[src/rtl/rle8d_pkg.sv]
// ----------------------------------------------------------------------------
// RLE8 bitmap decoder package
// Shared widths, escape codes, register indexes and word types.
// ----------------------------------------------------------------------------
package rle8d_pkg;

   localparam int MAX_WIDTH  = 4096;
   localparam int MAX_HEIGHT = 4096;

   localparam int BYTE_W = 8;
   localparam int DIM_W  = 13;
   localparam int COL_W  = 12;
   localparam int LEN_W  = 25;
   localparam int CSR_INDEX_W = 1;

   localparam logic [CSR_INDEX_W-1:0] CSR_IMAGE_WIDTH  = 1'b0;
   localparam logic [CSR_INDEX_W-1:0] CSR_IMAGE_HEIGHT = 1'b1;

   localparam logic [BYTE_W-1:0] ESC_BYTE  = 8'h00;
   localparam logic [BYTE_W-1:0] ESC_EOL   = 8'h00;
   localparam logic [BYTE_W-1:0] ESC_EOB   = 8'h01;
   localparam logic [BYTE_W-1:0] ESC_DELTA = 8'h02;

   typedef struct packed {
      logic [BYTE_W-1:0] pixel_index;
      logic [LEN_W-1:0]  run_length;
      logic              image_done;
   } result_type;

   typedef struct packed {
      logic                   wr_en;
      logic [CSR_INDEX_W-1:0] index;
      logic [DIM_W-1:0]       data;
   } csr_write_type;

endpackage

[src/rtl/rle8d_req_if.sv]
// ----------------------------------------------------------------------------
// RLE8 decoder request channel
// Valid/ready channel carrying one compressed byte per word.
// ----------------------------------------------------------------------------
interface rle8d_req_if;
   logic                         valid;
   logic                         ready;
   logic [rle8d_pkg::BYTE_W-1:0] data_byte;
   logic                         last_byte;

   modport source (output valid, output data_byte, output last_byte, input ready);
   modport sink   (input valid, input data_byte, input last_byte, output ready);
endinterface

[src/rtl/rle8d_rsp_if.sv]
// ----------------------------------------------------------------------------
// RLE8 decoder response channel
// Valid/ready channel carrying one pixel run per word.
// ----------------------------------------------------------------------------
interface rle8d_rsp_if;
   logic                         valid;
   logic                         ready;
   logic [rle8d_pkg::BYTE_W-1:0] pixel_index;
   logic [rle8d_pkg::LEN_W-1:0]  run_length;
   logic                         image_done;

   modport source (output valid, output pixel_index, output run_length,
                   output image_done, input ready);
   modport sink   (input valid, input pixel_index, input run_length,
                   input image_done, output ready);
endinterface

[src/rtl/rle8d_engine.sv]
// ----------------------------------------------------------------------------
// RLE8 decode engine
// Phase machine, position counters and size registers; turns one accepted
// byte per cycle into at most one run word.
// ----------------------------------------------------------------------------
module rle8d_engine (
   input  logic                         clock,
   input  logic                         reset,
   input  rle8d_pkg::csr_write_type     csr,
   input  logic                         step,
   input  logic [rle8d_pkg::BYTE_W-1:0] data_byte,
   input  logic                         last_byte,
   output logic                         res_valid,
   output rle8d_pkg::result_type        res
);

   typedef enum logic [5:0] {
      PH_COUNT = 6'b000001,
      PH_VALUE = 6'b000010,
      PH_CODE  = 6'b000100,
      PH_DX    = 6'b001000,
      PH_DY    = 6'b010000,
      PH_ABS   = 6'b100000
   } phase_type;

   localparam int DIV_HI_W = 5;
   localparam int DIV_LO_W = 4;
   localparam int DIV_W    = rle8d_pkg::DIM_W + DIV_HI_W + DIV_LO_W - 1;
   localparam int MUL_W    = rle8d_pkg::DIM_W + rle8d_pkg::BYTE_W;

   phase_type                      phase_ff, phase_in;
   logic [rle8d_pkg::BYTE_W-1:0]   held_ff, held_in;
   logic [rle8d_pkg::BYTE_W-1:0]   abs_left_ff, abs_left_in;
   logic [rle8d_pkg::BYTE_W:0]     skip_left_ff, skip_left_in;
   logic [rle8d_pkg::BYTE_W-1:0]   delta_cols_ff, delta_cols_in;
   logic [rle8d_pkg::DIM_W-1:0]    div_rem_ff, div_rem_in;
   logic [DIV_HI_W-1:0]            div_qhi_ff, div_qhi_in;
   logic [rle8d_pkg::COL_W-1:0]    column_ff, column_in;
   logic [rle8d_pkg::DIM_W-1:0]    row_ff, row_in;
   logic                           finished_ff, finished_in;
   logic [rle8d_pkg::DIM_W-1:0]    width_ff, width_in;
   logic [rle8d_pkg::DIM_W-1:0]    height_ff, height_in;
   logic [rle8d_pkg::LEN_W-1:0]    pix_left_ff, pix_left_in;

   logic [rle8d_pkg::DIM_W-1:0]    row_left;
   logic [rle8d_pkg::DIM_W-1:0]    div_rem_hi;
   logic [DIV_HI_W-1:0]            div_q_hi;
   logic [rle8d_pkg::COL_W-1:0]    div_rem_lo;
   logic [DIV_LO_W-1:0]            div_q_lo;
   logic [MUL_W-1:0]               delta_mul;
   logic [rle8d_pkg::LEN_W-1:0]    delta_len;
   logic [rle8d_pkg::DIM_W-1:0]    row_sum;
   logic [rle8d_pkg::DIM_W-1:0]    cfg_w, cfg_h;
   logic [rle8d_pkg::LEN_W-1:0]    cfg_area;
   logic                           have, done;
   logic [rle8d_pkg::BYTE_W-1:0]   idx;
   logic [rle8d_pkg::LEN_W-1:0]    len;

   function automatic logic [rle8d_pkg::DIM_W-1:0] saturate(
      input logic [rle8d_pkg::DIM_W-1:0] v,
      input logic [rle8d_pkg::DIM_W-1:0] top
   );
      logic [rle8d_pkg::DIM_W-1:0] r;
      r = v;
      if (v == '0) r = rle8d_pkg::DIM_W'(1);
      if (v > top) r = top;
      return r;
   endfunction

   assign row_left = (row_ff < height_ff) ? width_ff - rle8d_pkg::DIM_W'(column_ff) : '0;

   // (column + dx) / width, upper quotient bits taken on the dx byte
   always_comb begin : div_hi
      logic [DIV_W-1:0] r;
      r        = DIV_W'(column_ff) + DIV_W'(data_byte);
      div_q_hi = '0;
      for (int k = DIV_HI_W + DIV_LO_W - 1; k >= DIV_LO_W; k--) begin
         if (r >= (DIV_W'(width_ff) << k)) begin
            r                     = r - (DIV_W'(width_ff) << k);
            div_q_hi[k - DIV_LO_W] = 1'b1;
         end
      end
      div_rem_hi = r[rle8d_pkg::DIM_W-1:0];
   end

   // lower quotient bits on the dy byte
   always_comb begin : div_lo
      logic [DIV_W-1:0] r;
      r        = DIV_W'(div_rem_ff);
      div_q_lo = '0;
      for (int k = DIV_LO_W - 1; k >= 0; k--) begin
         if (r >= (DIV_W'(width_ff) << k)) begin
            r           = r - (DIV_W'(width_ff) << k);
            div_q_lo[k] = 1'b1;
         end
      end
      div_rem_lo = r[rle8d_pkg::COL_W-1:0];
   end

   assign delta_mul = MUL_W'(width_ff) * MUL_W'(data_byte);
   assign delta_len = rle8d_pkg::LEN_W'(delta_mul) + rle8d_pkg::LEN_W'(delta_cols_ff);
   assign row_sum   = row_ff + rle8d_pkg::DIM_W'(data_byte)
                    + rle8d_pkg::DIM_W'({div_qhi_ff, div_q_lo});

   assign cfg_w = (csr.index == rle8d_pkg::CSR_IMAGE_WIDTH)
                ? saturate(csr.data, rle8d_pkg::DIM_W'(rle8d_pkg::MAX_WIDTH)) : width_ff;
   assign cfg_h = (csr.index == rle8d_pkg::CSR_IMAGE_HEIGHT)
                ? saturate(csr.data, rle8d_pkg::DIM_W'(rle8d_pkg::MAX_HEIGHT)) : height_ff;
   assign cfg_area = rle8d_pkg::LEN_W'(cfg_w) * rle8d_pkg::LEN_W'(cfg_h);

   always_comb begin
      phase_in      = phase_ff;
      held_in       = held_ff;
      abs_left_in   = abs_left_ff;
      skip_left_in  = skip_left_ff;
      delta_cols_in = delta_cols_ff;
      div_rem_in    = div_rem_ff;
      div_qhi_in    = div_qhi_ff;
      column_in     = column_ff;
      row_in        = row_ff;
      finished_in   = finished_ff;
      width_in      = width_ff;
      height_in     = height_ff;
      pix_left_in   = pix_left_ff;
      have          = 1'b0;
      done          = 1'b0;
      idx           = '0;
      len           = '0;

      if (step && !finished_ff) begin
         case (phase_ff)
            PH_VALUE: begin
               have = 1'b1;
               idx  = data_byte;
               if (row_ff < height_ff) begin
                  if (rle8d_pkg::DIM_W'(held_ff) >= row_left) begin
                     len       = rle8d_pkg::LEN_W'(row_left);
                     column_in = '0;
                     row_in    = row_ff + rle8d_pkg::DIM_W'(1);
                  end else begin
                     len       = rle8d_pkg::LEN_W'(held_ff);
                     column_in = column_ff + rle8d_pkg::COL_W'(held_ff);
                  end
               end
               phase_in = PH_COUNT;
            end
            PH_CODE: begin
               case (data_byte)
                  rle8d_pkg::ESC_EOL: begin
                     if (column_ff != '0 && row_ff < height_ff) begin
                        have      = 1'b1;
                        len       = rle8d_pkg::LEN_W'(row_left);
                        column_in = '0;
                        row_in    = row_ff + rle8d_pkg::DIM_W'(1);
                     end
                     phase_in = PH_COUNT;
                  end
                  rle8d_pkg::ESC_EOB: begin
                     have      = 1'b1;
                     done      = 1'b1;
                     len       = pix_left_ff;
                     column_in = '0;
                     row_in    = height_ff;
                     phase_in  = PH_COUNT;
                  end
                  rle8d_pkg::ESC_DELTA: begin
                     phase_in = PH_DX;
                  end
                  default: begin
                     abs_left_in  = data_byte;
                     skip_left_in = (rle8d_pkg::BYTE_W+1)'(data_byte)
                                  + (rle8d_pkg::BYTE_W+1)'(data_byte[0]);
                     phase_in     = PH_ABS;
                  end
               endcase
            end
            PH_DX: begin
               delta_cols_in = data_byte;
               div_rem_in    = div_rem_hi;
               div_qhi_in    = div_q_hi;
               phase_in      = PH_DY;
            end
            PH_DY: begin
               have = 1'b1;
               if (delta_len >= pix_left_ff) begin
                  len       = pix_left_ff;
                  column_in = '0;
                  row_in    = height_ff;
               end else begin
                  len       = delta_len;
                  column_in = div_rem_lo;
                  row_in    = row_sum;
               end
               phase_in = PH_COUNT;
            end
            PH_ABS: begin
               if (skip_left_ff != '0)
                  skip_left_in = skip_left_ff - (rle8d_pkg::BYTE_W+1)'(1);
               if (abs_left_ff != '0) begin
                  abs_left_in = abs_left_ff - rle8d_pkg::BYTE_W'(1);
                  if (row_ff < height_ff) begin
                     have = 1'b1;
                     idx  = data_byte;
                     len  = rle8d_pkg::LEN_W'(1);
                     if (rle8d_pkg::DIM_W'(column_ff) + rle8d_pkg::DIM_W'(1) == width_ff) begin
                        column_in   = '0;
                        row_in      = row_ff + rle8d_pkg::DIM_W'(1);
                        abs_left_in = '0;
                     end else begin
                        column_in = column_ff + rle8d_pkg::COL_W'(1);
                     end
                  end else begin
                     abs_left_in = '0;
                  end
               end
               if (skip_left_in == '0) phase_in = PH_COUNT;
            end
            default: begin
               if (data_byte != rle8d_pkg::ESC_BYTE) begin
                  held_in  = data_byte;
                  phase_in = PH_VALUE;
               end else begin
                  phase_in = PH_CODE;
               end
            end
         endcase
         if (last_byte) done = 1'b1;
         if (done) finished_in = 1'b1;
         pix_left_in = pix_left_ff - len;
      end

      // size write: restart decoding
      if (csr.wr_en) begin
         phase_in     = PH_COUNT;
         held_in      = '0;
         abs_left_in  = '0;
         skip_left_in = '0;
         column_in    = '0;
         row_in       = '0;
         finished_in  = 1'b0;
         width_in     = cfg_w;
         height_in    = cfg_h;
         pix_left_in  = cfg_area;
      end
   end

   assign res_valid       = step && !finished_ff && (have || done);
   assign res.pixel_index = idx;
   assign res.run_length  = len;
   assign res.image_done  = done;

   always_ff @(posedge clock) begin
      if (reset) begin
         phase_ff     <= PH_COUNT;
         held_ff      <= '0;
         abs_left_ff  <= '0;
         skip_left_ff <= '0;
         column_ff    <= '0;
         row_ff       <= '0;
         finished_ff  <= 1'b0;
         width_ff     <= rle8d_pkg::DIM_W'(1);
         height_ff    <= rle8d_pkg::DIM_W'(1);
         pix_left_ff  <= rle8d_pkg::LEN_W'(1);
      end else begin
         phase_ff     <= phase_in;
         held_ff      <= held_in;
         abs_left_ff  <= abs_left_in;
         skip_left_ff <= skip_left_in;
         column_ff    <= column_in;
         row_ff       <= row_in;
         finished_ff  <= finished_in;
         width_ff     <= width_in;
         height_ff    <= height_in;
         pix_left_ff  <= pix_left_in;
      end
   end

   always_ff @(posedge clock) begin
      delta_cols_ff <= delta_cols_in;
      div_rem_ff    <= div_rem_in;
      div_qhi_ff    <= div_qhi_in;
   end

`ifndef ASSERT_OFF
   a_row_bound: assert property (@(posedge clock) disable iff (reset)
      row_ff <= height_ff)
      else $error("row beyond image height");

   a_col_bound: assert property (@(posedge clock) disable iff (reset)
      rle8d_pkg::DIM_W'(column_ff) < width_ff)
      else $error("column beyond image width");

   a_end_col_zero: assert property (@(posedge clock) disable iff (reset)
      (row_ff == height_ff) |-> (column_ff == '0))
      else $error("position past image end");

   a_finished_quiet: assert property (@(posedge clock) disable iff (reset)
      finished_ff |-> !res_valid)
      else $error("run word after decoding finished");
`endif

endmodule

[src/rtl/rle8_bitmap_decoder_core.sv]
// ----------------------------------------------------------------------------
// RLE8 bitmap decoder core
// Decodes an RLE8 compressed bitmap byte stream into runs of palette indices.
// ----------------------------------------------------------------------------
// Takes one compressed byte per clock while req ready is high and registers
// its run word, if any, in the output buffer. All work on a byte is done in
// a single pass through the decode engine; the delta escape splits its column
// division over its dx and dy bytes. A two-word output buffer keeps the input
// open while one run word waits; req ready drops only when both buffer words
// are full, and stays low during reset. A write to either size register
// restarts decoding at once; make it only while no word is in flight.
module rle8_bitmap_decoder_core (
   input  logic                              clock,
   input  logic                              reset,
   input  logic                              csr_wr_en,
   input  logic [rle8d_pkg::CSR_INDEX_W-1:0] csr_index,
   input  logic [rle8d_pkg::DIM_W-1:0]       csr_wr_data,
   rle8d_req_if.sink                         req_bus,
   rle8d_rsp_if.source                       rsp_bus
);

   rle8d_pkg::csr_write_type csr;
   rle8d_pkg::result_type    res;
   rle8d_pkg::result_type    rsp_data_ff, rsp_data_in;
   rle8d_pkg::result_type    skid_data_ff, skid_data_in;
   logic                     rsp_valid_ff, rsp_valid_in;
   logic                     skid_valid_ff, skid_valid_in;
   logic                     res_valid;
   logic                     step;

   assign csr.wr_en = csr_wr_en;
   assign csr.index = csr_index;
   assign csr.data  = csr_wr_data;

   assign req_bus.ready = !skid_valid_ff && !reset;
   assign step          = req_bus.valid && req_bus.ready;

   rle8d_engine u_engine (
      .clock     (clock),
      .reset     (reset),
      .csr       (csr),
      .step      (step),
      .data_byte (req_bus.data_byte),
      .last_byte (req_bus.last_byte),
      .res_valid (res_valid),
      .res       (res)
   );

   always_comb begin
      rsp_valid_in  = rsp_valid_ff;
      rsp_data_in   = rsp_data_ff;
      skid_valid_in = skid_valid_ff;
      skid_data_in  = skid_data_ff;
      if (skid_valid_ff) begin
         if (rsp_bus.ready) begin
            rsp_data_in   = skid_data_ff;
            skid_valid_in = 1'b0;
         end
      end else if (!rsp_valid_ff || rsp_bus.ready) begin
         rsp_valid_in = res_valid;
         if (res_valid) rsp_data_in = res;
      end else if (res_valid) begin
         skid_valid_in = 1'b1;
         skid_data_in  = res;
      end
   end

   always_ff @(posedge clock) begin
      if (reset) begin
         rsp_valid_ff  <= 1'b0;
         skid_valid_ff <= 1'b0;
      end else begin
         rsp_valid_ff  <= rsp_valid_in;
         skid_valid_ff <= skid_valid_in;
      end
   end

   always_ff @(posedge clock) begin
      rsp_data_ff  <= rsp_data_in;
      skid_data_ff <= skid_data_in;
   end

   assign rsp_bus.valid       = rsp_valid_ff;
   assign rsp_bus.pixel_index = rsp_data_ff.pixel_index;
   assign rsp_bus.run_length  = rsp_data_ff.run_length;
   assign rsp_bus.image_done  = rsp_data_ff.image_done;

`ifndef ASSERT_OFF
   a_skid_behind_out: assert property (@(posedge clock) disable iff (reset)
      skid_valid_ff |-> rsp_valid_ff)
      else $error("skid word held with empty output register");

   a_rsp_hold: assert property (@(posedge clock) disable iff (reset)
      (rsp_valid_ff && !rsp_bus.ready) |=> (rsp_valid_ff && $stable(rsp_data_ff)))
      else $error("run word changed while stalled");
`endif

endmodule
[src/flat_wrapper.sv]
// flat-port wrapper written by rule: the top's interface ports become plain ports
module rle8_bitmap_decoder_core_flat 
  (clock, reset, csr_wr_en, csr_index, csr_wr_data, req_bus_valid, req_bus_data_byte, req_bus_last_byte, req_bus_ready, rsp_bus_valid, rsp_bus_pixel_index, rsp_bus_run_length, rsp_bus_image_done, rsp_bus_ready);
  rle8d_req_if req_bus_i ();
  rle8d_rsp_if rsp_bus_i ();
  input  logic clock;
  input  logic reset;
  input  logic csr_wr_en;
  input  logic [rle8d_pkg::CSR_INDEX_W-1:0] csr_index;
  input  logic [rle8d_pkg::DIM_W-1:0] csr_wr_data;
  input wire logic [$bits(req_bus_i.valid)-1:0] req_bus_valid;
  input wire logic [$bits(req_bus_i.data_byte)-1:0] req_bus_data_byte;
  input wire logic [$bits(req_bus_i.last_byte)-1:0] req_bus_last_byte;
  output wire logic [$bits(req_bus_i.ready)-1:0] req_bus_ready;
  output wire logic [$bits(rsp_bus_i.valid)-1:0] rsp_bus_valid;
  output wire logic [$bits(rsp_bus_i.pixel_index)-1:0] rsp_bus_pixel_index;
  output wire logic [$bits(rsp_bus_i.run_length)-1:0] rsp_bus_run_length;
  output wire logic [$bits(rsp_bus_i.image_done)-1:0] rsp_bus_image_done;
  input wire logic [$bits(rsp_bus_i.ready)-1:0] rsp_bus_ready;
  assign req_bus_i.valid = req_bus_valid;
  assign req_bus_i.data_byte = req_bus_data_byte;
  assign req_bus_i.last_byte = req_bus_last_byte;
  assign req_bus_ready = req_bus_i.ready;
  assign rsp_bus_valid = rsp_bus_i.valid;
  assign rsp_bus_pixel_index = rsp_bus_i.pixel_index;
  assign rsp_bus_run_length = rsp_bus_i.run_length;
  assign rsp_bus_image_done = rsp_bus_i.image_done;
  assign rsp_bus_i.ready = rsp_bus_ready;
  rle8_bitmap_decoder_core u_core (.clock(clock), .reset(reset), .csr_wr_en(csr_wr_en), .csr_index(csr_index), .csr_wr_data(csr_wr_data), .req_bus(req_bus_i), .rsp_bus(rsp_bus_i));
endmodule
[config.mk]
export PLATFORM = sky130hd
export DESIGN_NAME = rle8_bitmap_decoder_core_flat
export DESIGN_NICKNAME = d
export VERILOG_FILES = /design/src/rtl/rle8d_pkg.sv /design/src/rtl/rle8d_req_if.sv /design/src/rtl/rle8d_rsp_if.sv /design/src/rtl/rle8d_engine.sv /design/src/rtl/rle8_bitmap_decoder_core.sv /design/src/flat_wrapper.sv
export SDC_FILE = /design/constraint.sdc
export NUM_CORES = 2
export LEC_CHECK = 0
export ABC_AREA = 0
export BUFFER_PORTS_ARGS = -buffer_cell sky130_fd_sc_hd__buf_2
export CORE_MARGIN = 3
export CORE_UTILIZATION = 25
export DETAILED_ROUTE_END_ITERATION = 6
export MAX_ROUTING_LAYER = met4
export PLACE_DENSITY = 0.39
export SLEW_MARGIN = 20
export SYNTH_ARGS = -nofsm -noshare
export SYNTH_HDL_FRONTEND = slang
export SYNTH_SLANG_ARGS = --single-unit
[constraint.sdc]
create_clock -name clock -period 41.7 [get_ports clock]
set_input_delay 8.34 -clock clock [delete_from_list [all_inputs] [get_ports clock]]
set_output_delay 8.34 -clock clock [all_outputs]
set_load 0.02 [all_outputs]
* Word level (Yosys, flattened, before mapping)
Cells that the tools add are included.
Storage, ports and cells: word-level logic and storage cells 208, bits in registers 204, output and inout port bits 36, bits of input ports 28
Cells by class: order comparisons 13, eq/ne operators 18, reductions and logical operators 39, bitwise gates (word level) 3, multiplexer cells 90, multiply operators 2, add/subtract/negate cells 22
Operators by type and width (number):
- 13-bit two-way mux | 16
- 21-bit two-way mux | 7
- 34-bit two-way mux | 4
- 25-bit two-way mux | 5
- 25-bit case mux with 4 select lines | 1
- 12-bit two-way mux | 8
- 8-bit two-way mux | 7
- 13-bit case mux with 4 select lines | 1
- 25-bit case mux with 2 select lines | 1
- 12-bit case mux with 4 select lines | 1
- 9-bit two-way mux | 4
- 8-bit case mux with 2 select lines | 2
- 13-bit case mux with 2 select lines | 1
- 22-bit by 25-bit >= comparator with 1-bit output | 1
- 13-bit by 13-bit multiplier with 25-bit output | 1
- 25-bit subtractor | 1
- 1-bit two-way mux | 24
- 12-bit case mux with 2 select lines | 1
- 6-bit case mux with 4 select lines | 1
- 21-bit by 8-bit adder with 22-bit output | 1
- 13-bit by 21-bit >= comparator with 1-bit output | 1
- 21-bit by 13-bit >= comparator with 1-bit output | 1
- 21-bit by 14-bit >= comparator with 1-bit output | 1
- 21-bit by 15-bit >= comparator with 1-bit output | 1
- other kinds (66) | 95

* Depth between registers and ports, before layout
depth after elaboration 11, gate-level depth with buffers 69, gate-level depth less buffers 66

* By module
Synthesis repeated with hierarchy kept, for this count alone.
Second synthesis, totals: cell total of the unflattened synthesis 3500, area, all modules 29169.2 µm²
By module, submodules not included:
- rle8d_engine | area an instance 26574.2 µm², seq. area each 2942.8 µm², cells an instance 3380, instances 1
- rle8_bitmap_decoder_core | area an instance 2595.0 µm², seq. area each 2082.0 µm², cells an instance 120, instances 1

* Worst setup path before layout
Ideal clock, no wire load.
path kind input -> register, from in req_bus_data_byte[3], to reg u_core.u_engine.div_rem_ff[5] (netlist name), data pin, stages 66, required time 41.440 ns, slack 20.246 ns, library setup time 0.260 ns, path buffers 3, data arrival time 21.194 ns, cell sequence ha_1 -> a21oi_1 -> nor2b_1 -> or2_2 -> o221a_2 -> o21a_1 -> xnor2_1 -> inv_1 -> ha_1 -> nor2b_1 -> o31a_1 -> o311ai_1 -> or2_2 -> nand2_1 -> mux2i_1 -> ha_1 -> nor2b_1 -> o31a_1 -> [... 30 more ...] -> a221oi_1 -> and3_1 -> buf_6 -> mux2i_1 -> ha_1 -> nor2b_1 -> o21ai_0 -> a21boi_0 -> o21ai_0 -> a21boi_0 -> o21ai_0 -> a21boi_0 -> o21a_1 -> o221ai_1 -> a21oi_1 -> nor2_1 -> o211ai_4 -> mux2_4
On the way: longest elaborated chain between the ends 11, elaborated cells on any way between the ends 16, classes of those cells add/sub (6); order compare (5); mux (5)
RTL lines:
- start: declaration | line flat_wrapper.sv:12 | input wire logic [$bits(req_bus_i.data_byte)-1:0] req_bus_data_byte;
- 12-bit by 8-bit adder with 13-bit output (*) | line rle8d_engine.sv:75 | r = DIV_W'(column_ff) + DIV_W'(data_byte);
- 13-bit by 21-bit subtractor with 21-bit output or 13-bit by 21-bit >= comparator with 1-bit output (tied branches) | line rle8d_engine.sv:79, rle8d_engine.sv:78
- 21-bit two-way mux (*) | line rle8d_engine.sv:78 | if (r >= (DIV_W'(width_ff) << k)) begin
- 21-bit by 20-bit subtractor with 21-bit output or 21-bit by 20-bit >= comparator with 1-bit output (tied branches) | line rle8d_engine.sv:79, rle8d_engine.sv:78
- 21-bit two-way mux (*) | line rle8d_engine.sv:78
- 21-bit by 19-bit subtractor with 21-bit output or 21-bit by 19-bit >= comparator with 1-bit output (tied branches) | line rle8d_engine.sv:79, rle8d_engine.sv:78
- 21-bit two-way mux (*) | line rle8d_engine.sv:78
- 21-bit by 18-bit subtractor with 21-bit output or 21-bit by 18-bit >= comparator with 1-bit output (tied branches) | line rle8d_engine.sv:79, rle8d_engine.sv:78
- 21-bit two-way mux (*) | line rle8d_engine.sv:78
- 21-bit by 17-bit >= comparator with 1-bit output or 13-bit subtractor (tied branches) | line rle8d_engine.sv:78, rle8d_engine.sv:79
- 13-bit two-way mux (*) | line rle8d_engine.sv:78
- via u_core.u_engine.div_hi.r[5] | line rle8d_engine.sv:74 | logic [DIV_W-1:0] r;
- end signal: assignment | line rle8d_engine.sv:280 | div_rem_ff <= div_rem_in;
- end: declaration | line rle8d_engine.sv:36 | logic [rle8d_pkg::DIM_W-1:0] div_rem_ff, div_rem_in;
The timed path passes the listed nets; every way through them passes the cells marked *. A chain may end at the register's enable or synchronous reset.

* Worst setup path after layout
from in req_bus_data_byte[1], to reg u_core.u_engine.div_rem_ff[11] (netlist name), data pin
Same word-level chain as after synthesis.

==> impl_metrics.ini <==
[yosys]
synth_compound_area_frac = 0.191
ys_async_sr_fraction = 0
netlist_instances = 3475
syn-num-nets = 4055
synthMuxAreaShare = 0.0414
yosys.area_share.simple = 0.171
synth_top_family_by_area = adder cells
synth_fa_ha_area_frac = 0.297
ys_ff_latch = 204
ys_seq_area_frac = 0.175
synth_flop_cell = dfxtp_1
synth_cell_types = 87
syn_area_um2 = 28800
synth-edff-count = 94
synth_xor_xnor_area_share = 0.0551
synth_area_leaders = fa_1 15%, ha_1 15%, edfxtp_1 9.8%
synth.avg_cell_area_um2 = 8.28
synth.top_cell.area_share = 0.150
yosysWarnings = 0
synth_largest_area_cell = fa_1

[clock_network]
cts_resized = 0
cts_made_buffers = 29
holdBufCountCts = 0
cts-root-buf = clkbuf_16
clock_latency_ns = 0.61
clk_path_buf_depth = 3
clkTransAtPathRegs_ns = 0.06
cts_tree = yes
cts_setup_buffers = 0
htree_levels = 1
cts_sinks = 204

[run_status]
status = finished clean

[critical_path]
cp_max_fo = 17
cp.required_ns = 42.04
start_kind = primary input
slowest_stage = fa_1
cpPeakStageDelay_ns = 0.66
rrSetupSlack_ns = 25.57
crit_top_cell = a21oi_1
cp.arrival_ns = 24.54
cp-end-kind = register
critPathKind = in -> reg

[layout]
nets = 4083
n_antenna_cell = 0
area_delta_synth_final_pct = 11.0
drive_gt1_frac = 0.0797
final_cells = 5025

[floorplan]
pin_count = 64
start_util = 0.254
die_w_um = 345
core_um2 = 113000
rows = 123
die_h_um = 345
die-area_um2 = 119000

[grt]
grt_pass1_wl_um = 158000
grt_pass1_vias = 24971
gr-usage-all-layers = 0.175
grt-ovfl-total = 0
antenna_found_initial = 5
grt_max_degree = 67

[placed_design]
gp_congestion = 0.837
hpwl_um = 82000
dp.cells = 4972
io_buffers = 63

[routing]
num_vias = 24802
initialDrtViolationCount = 1552
wl_um = 104000
wl_per_cell_um = 20.7
dr.pass1.iters = 6
drc = 0
postRouteAntennaNets = 0
via_per_inst = 4.94

[pwr]
p_per_area_nw_per_um2 = 44.8
ir_drop_mv = 0.0374
cellLeakagePower_nw = 14.3

[timing]
grt_setup_unrepaired = false
slew-limit-headroom = 0.217
fin_setup_tns_ns = 0
holdWs_ns = 0.470
hold_viol = 0
fmax_ghz = 0.0413
finalCriticalPeriod_ns = 24.20
tightest_slew_ns = 1.17
finalCritPeriodShare = 0.580
finalSetupViolations = 0
maxSlewViolCount = 0
finClkSkew_ns = 0.0227

[hold_path]
hold_path.class = reg -> reg

[flow_run]
maxCapViolCount = 0
-- cell usage after synthesis (12+ instances only) --
| library cell | count |
|---|---|
| o21a_1 | 45 |
| or2_2 | 15 |
| ha_1 | 336 |
| and3_1 | 23 |
| buf_1 | 13 |
| a31oi_1 | 15 |
| dfxtp_1 | 110 |
| and2_1 | 37 |
| a222oi_1 | 12 |
| fa_1 | 216 |
| nor2_1 | 333 |
| o211ai_1 | 12 |
| nor2b_1 | 47 |
| a221oi_1 | 22 |
| a21boi_0 | 18 |
| o31ai_1 | 13 |
| or3_1 | 20 |
| inv_1 | 401 |
| o21ai_0 | 151 |
| nand2_1 | 354 |
| mux2_2 | 54 |
| xor2_1 | 57 |
| o21ai_1 | 15 |
| a211oi_1 | 74 |
| a21oi_1 | 205 |
| nor3_1 | 58 |
| nand4_1 | 26 |
| edfxtp_1 | 94 |
| a22oi_1 | 27 |
| mux2i_1 | 44 |
| nand3_1 | 62 |
| a21o_1 | 87 |
| nand2b_1 | 46 |
| clkbuf_1 | 108 |
| o21bai_1 | 24 |
| nor4_1 | 17 |
| xnor2_1 | 124 |
-- through the flow --
step           utilization  setup WS [ns]  total power [mW]  cell area (um^2)
2_1_floorplan            -          20.25             0.942             28800
3_3_place_gp         0.273          17.08              1.17             30900
3_5_place_dp         0.273          17.01              1.17             30900
4_1_cts              0.282          17.57              1.44             31900
5_1_grt              0.282          16.22              1.55             31900
6_report             0.282          17.50              1.43             31900
-- placed cells by master (no fill, tap or decap), drive strengths merged, types with 22 or more instances in the layout --
cell type    n
inv        410
a22oi       28
xor2        57
clkbuf      35
a221oi      22
and3        23
fa         216
buf        122
mux2        64
o21bai      24
mux2i       44
nand3       62
o21a        45
o21ai      167
and2        37
xnor2      124
a21o        87
nor3        58
nand2      354
nor2       334
nand2b      46
nand4       26
ha         336
a21oi      205
a211oi      74
nor2b       47
edfxtp      94
dfxtp      110
-- path summary, 6_finish.rpt --
check                                       start                              end  cells past startpoint
setup / recovery             req_bus_data_byte[1]   u_core.u_engine.div_rem_ff[11]                     65
setup reg to reg     u_core.u_engine.column_ff[3]   u_core.u_engine.div_rem_ff[11]                     63
hold reg to reg   u_core.u_engine.skip_left_ff[6]  u_core.u_engine.skip_left_ff[6]                      2
hold / removal    u_core.u_engine.skip_left_ff[6]  u_core.u_engine.skip_left_ff[6]                      2
-- registers in the layout, summed over array words and instances (netlist names) --
register                       cells
u_core.rsp_bus.valid               1
u_core.u_engine.delta_cols_ff      8
u_core.skid_data_ff               34
u_core.u_engine.finished_ff        1
u_core.u_engine.div_qhi_ff         5
u_core.u_engine.phase_ff           6
u_core.u_engine.pix_left_ff       25
u_core.u_engine.column_ff         12
u_core.rsp_bus.run_length         25
u_core.u_engine.width_ff          13
u_core.u_engine.row_ff            13
u_core.rsp_bus.pixel_index         8
u_core.u_engine.height_ff         13
u_core.u_engine.div_rem_ff        13
u_core.u_engine.abs_left_ff        8
u_core.u_engine.held_ff            8
u_core.u_engine.skip_left_ff       9
u_core.rsp_bus.image_done          1
u_core.skid_valid_ff               1
-- logic make-up after synthesis --
family / count (synthesis)
AO/OA/AOI/OAI: 822
XOR/XNOR: 181
adder cells (fa/ha/maj): 552
buffers and inverters: 535
flip-flops: 204
multiplexers: 108
AND/OR/NAND/NOR: 1073
-- metal layers --
metal / track usage / vias to the layer above / wire length (um)
met5: - / - / 0
met4: 0.0264 / 0 / 1450
met3: 0.0139 / 77 / 3240
met2: 0.294 / 382 / 50200
met1: 0.235 / 12233 / 49200
li1: - / 12110 / -
-- area by class of cell --
type,instances,area (um^2)
clock buffers,35,790
fillers,12468,81300
repair buffers,122,761
inverters,410,1540
clock inverters,18,186
flip-flops and latches,204,5020
multi-input cells,2736,21700
well taps,1500,1880
-- report_power, final --
part	leakage, nW	switching (mW)	internal (mW)
logic	12.1	0.531	0.403
clock network	0.474	0.110	0.149
registers	1.69	0.00834	0.228
total	14.3	0.649	0.779
-- worst max-delay path, delay by kind of cell --
| family | cells | cell delay (ns) |
|---|---|---|
| adder cells (fa/ha/maj) | 6 | 2.34 |
| AO/OA/AOI/OAI | 35 | 7.38 |
| multiplexers | 3 | 1.11 |
| AND/OR/NAND/NOR | 15 | 3.54 |
| buffers and inverters | 5 | 1.61 |
| XOR/XNOR | 1 | 0.16 |
No activity file was read; power rests on OpenSTA's default activity.
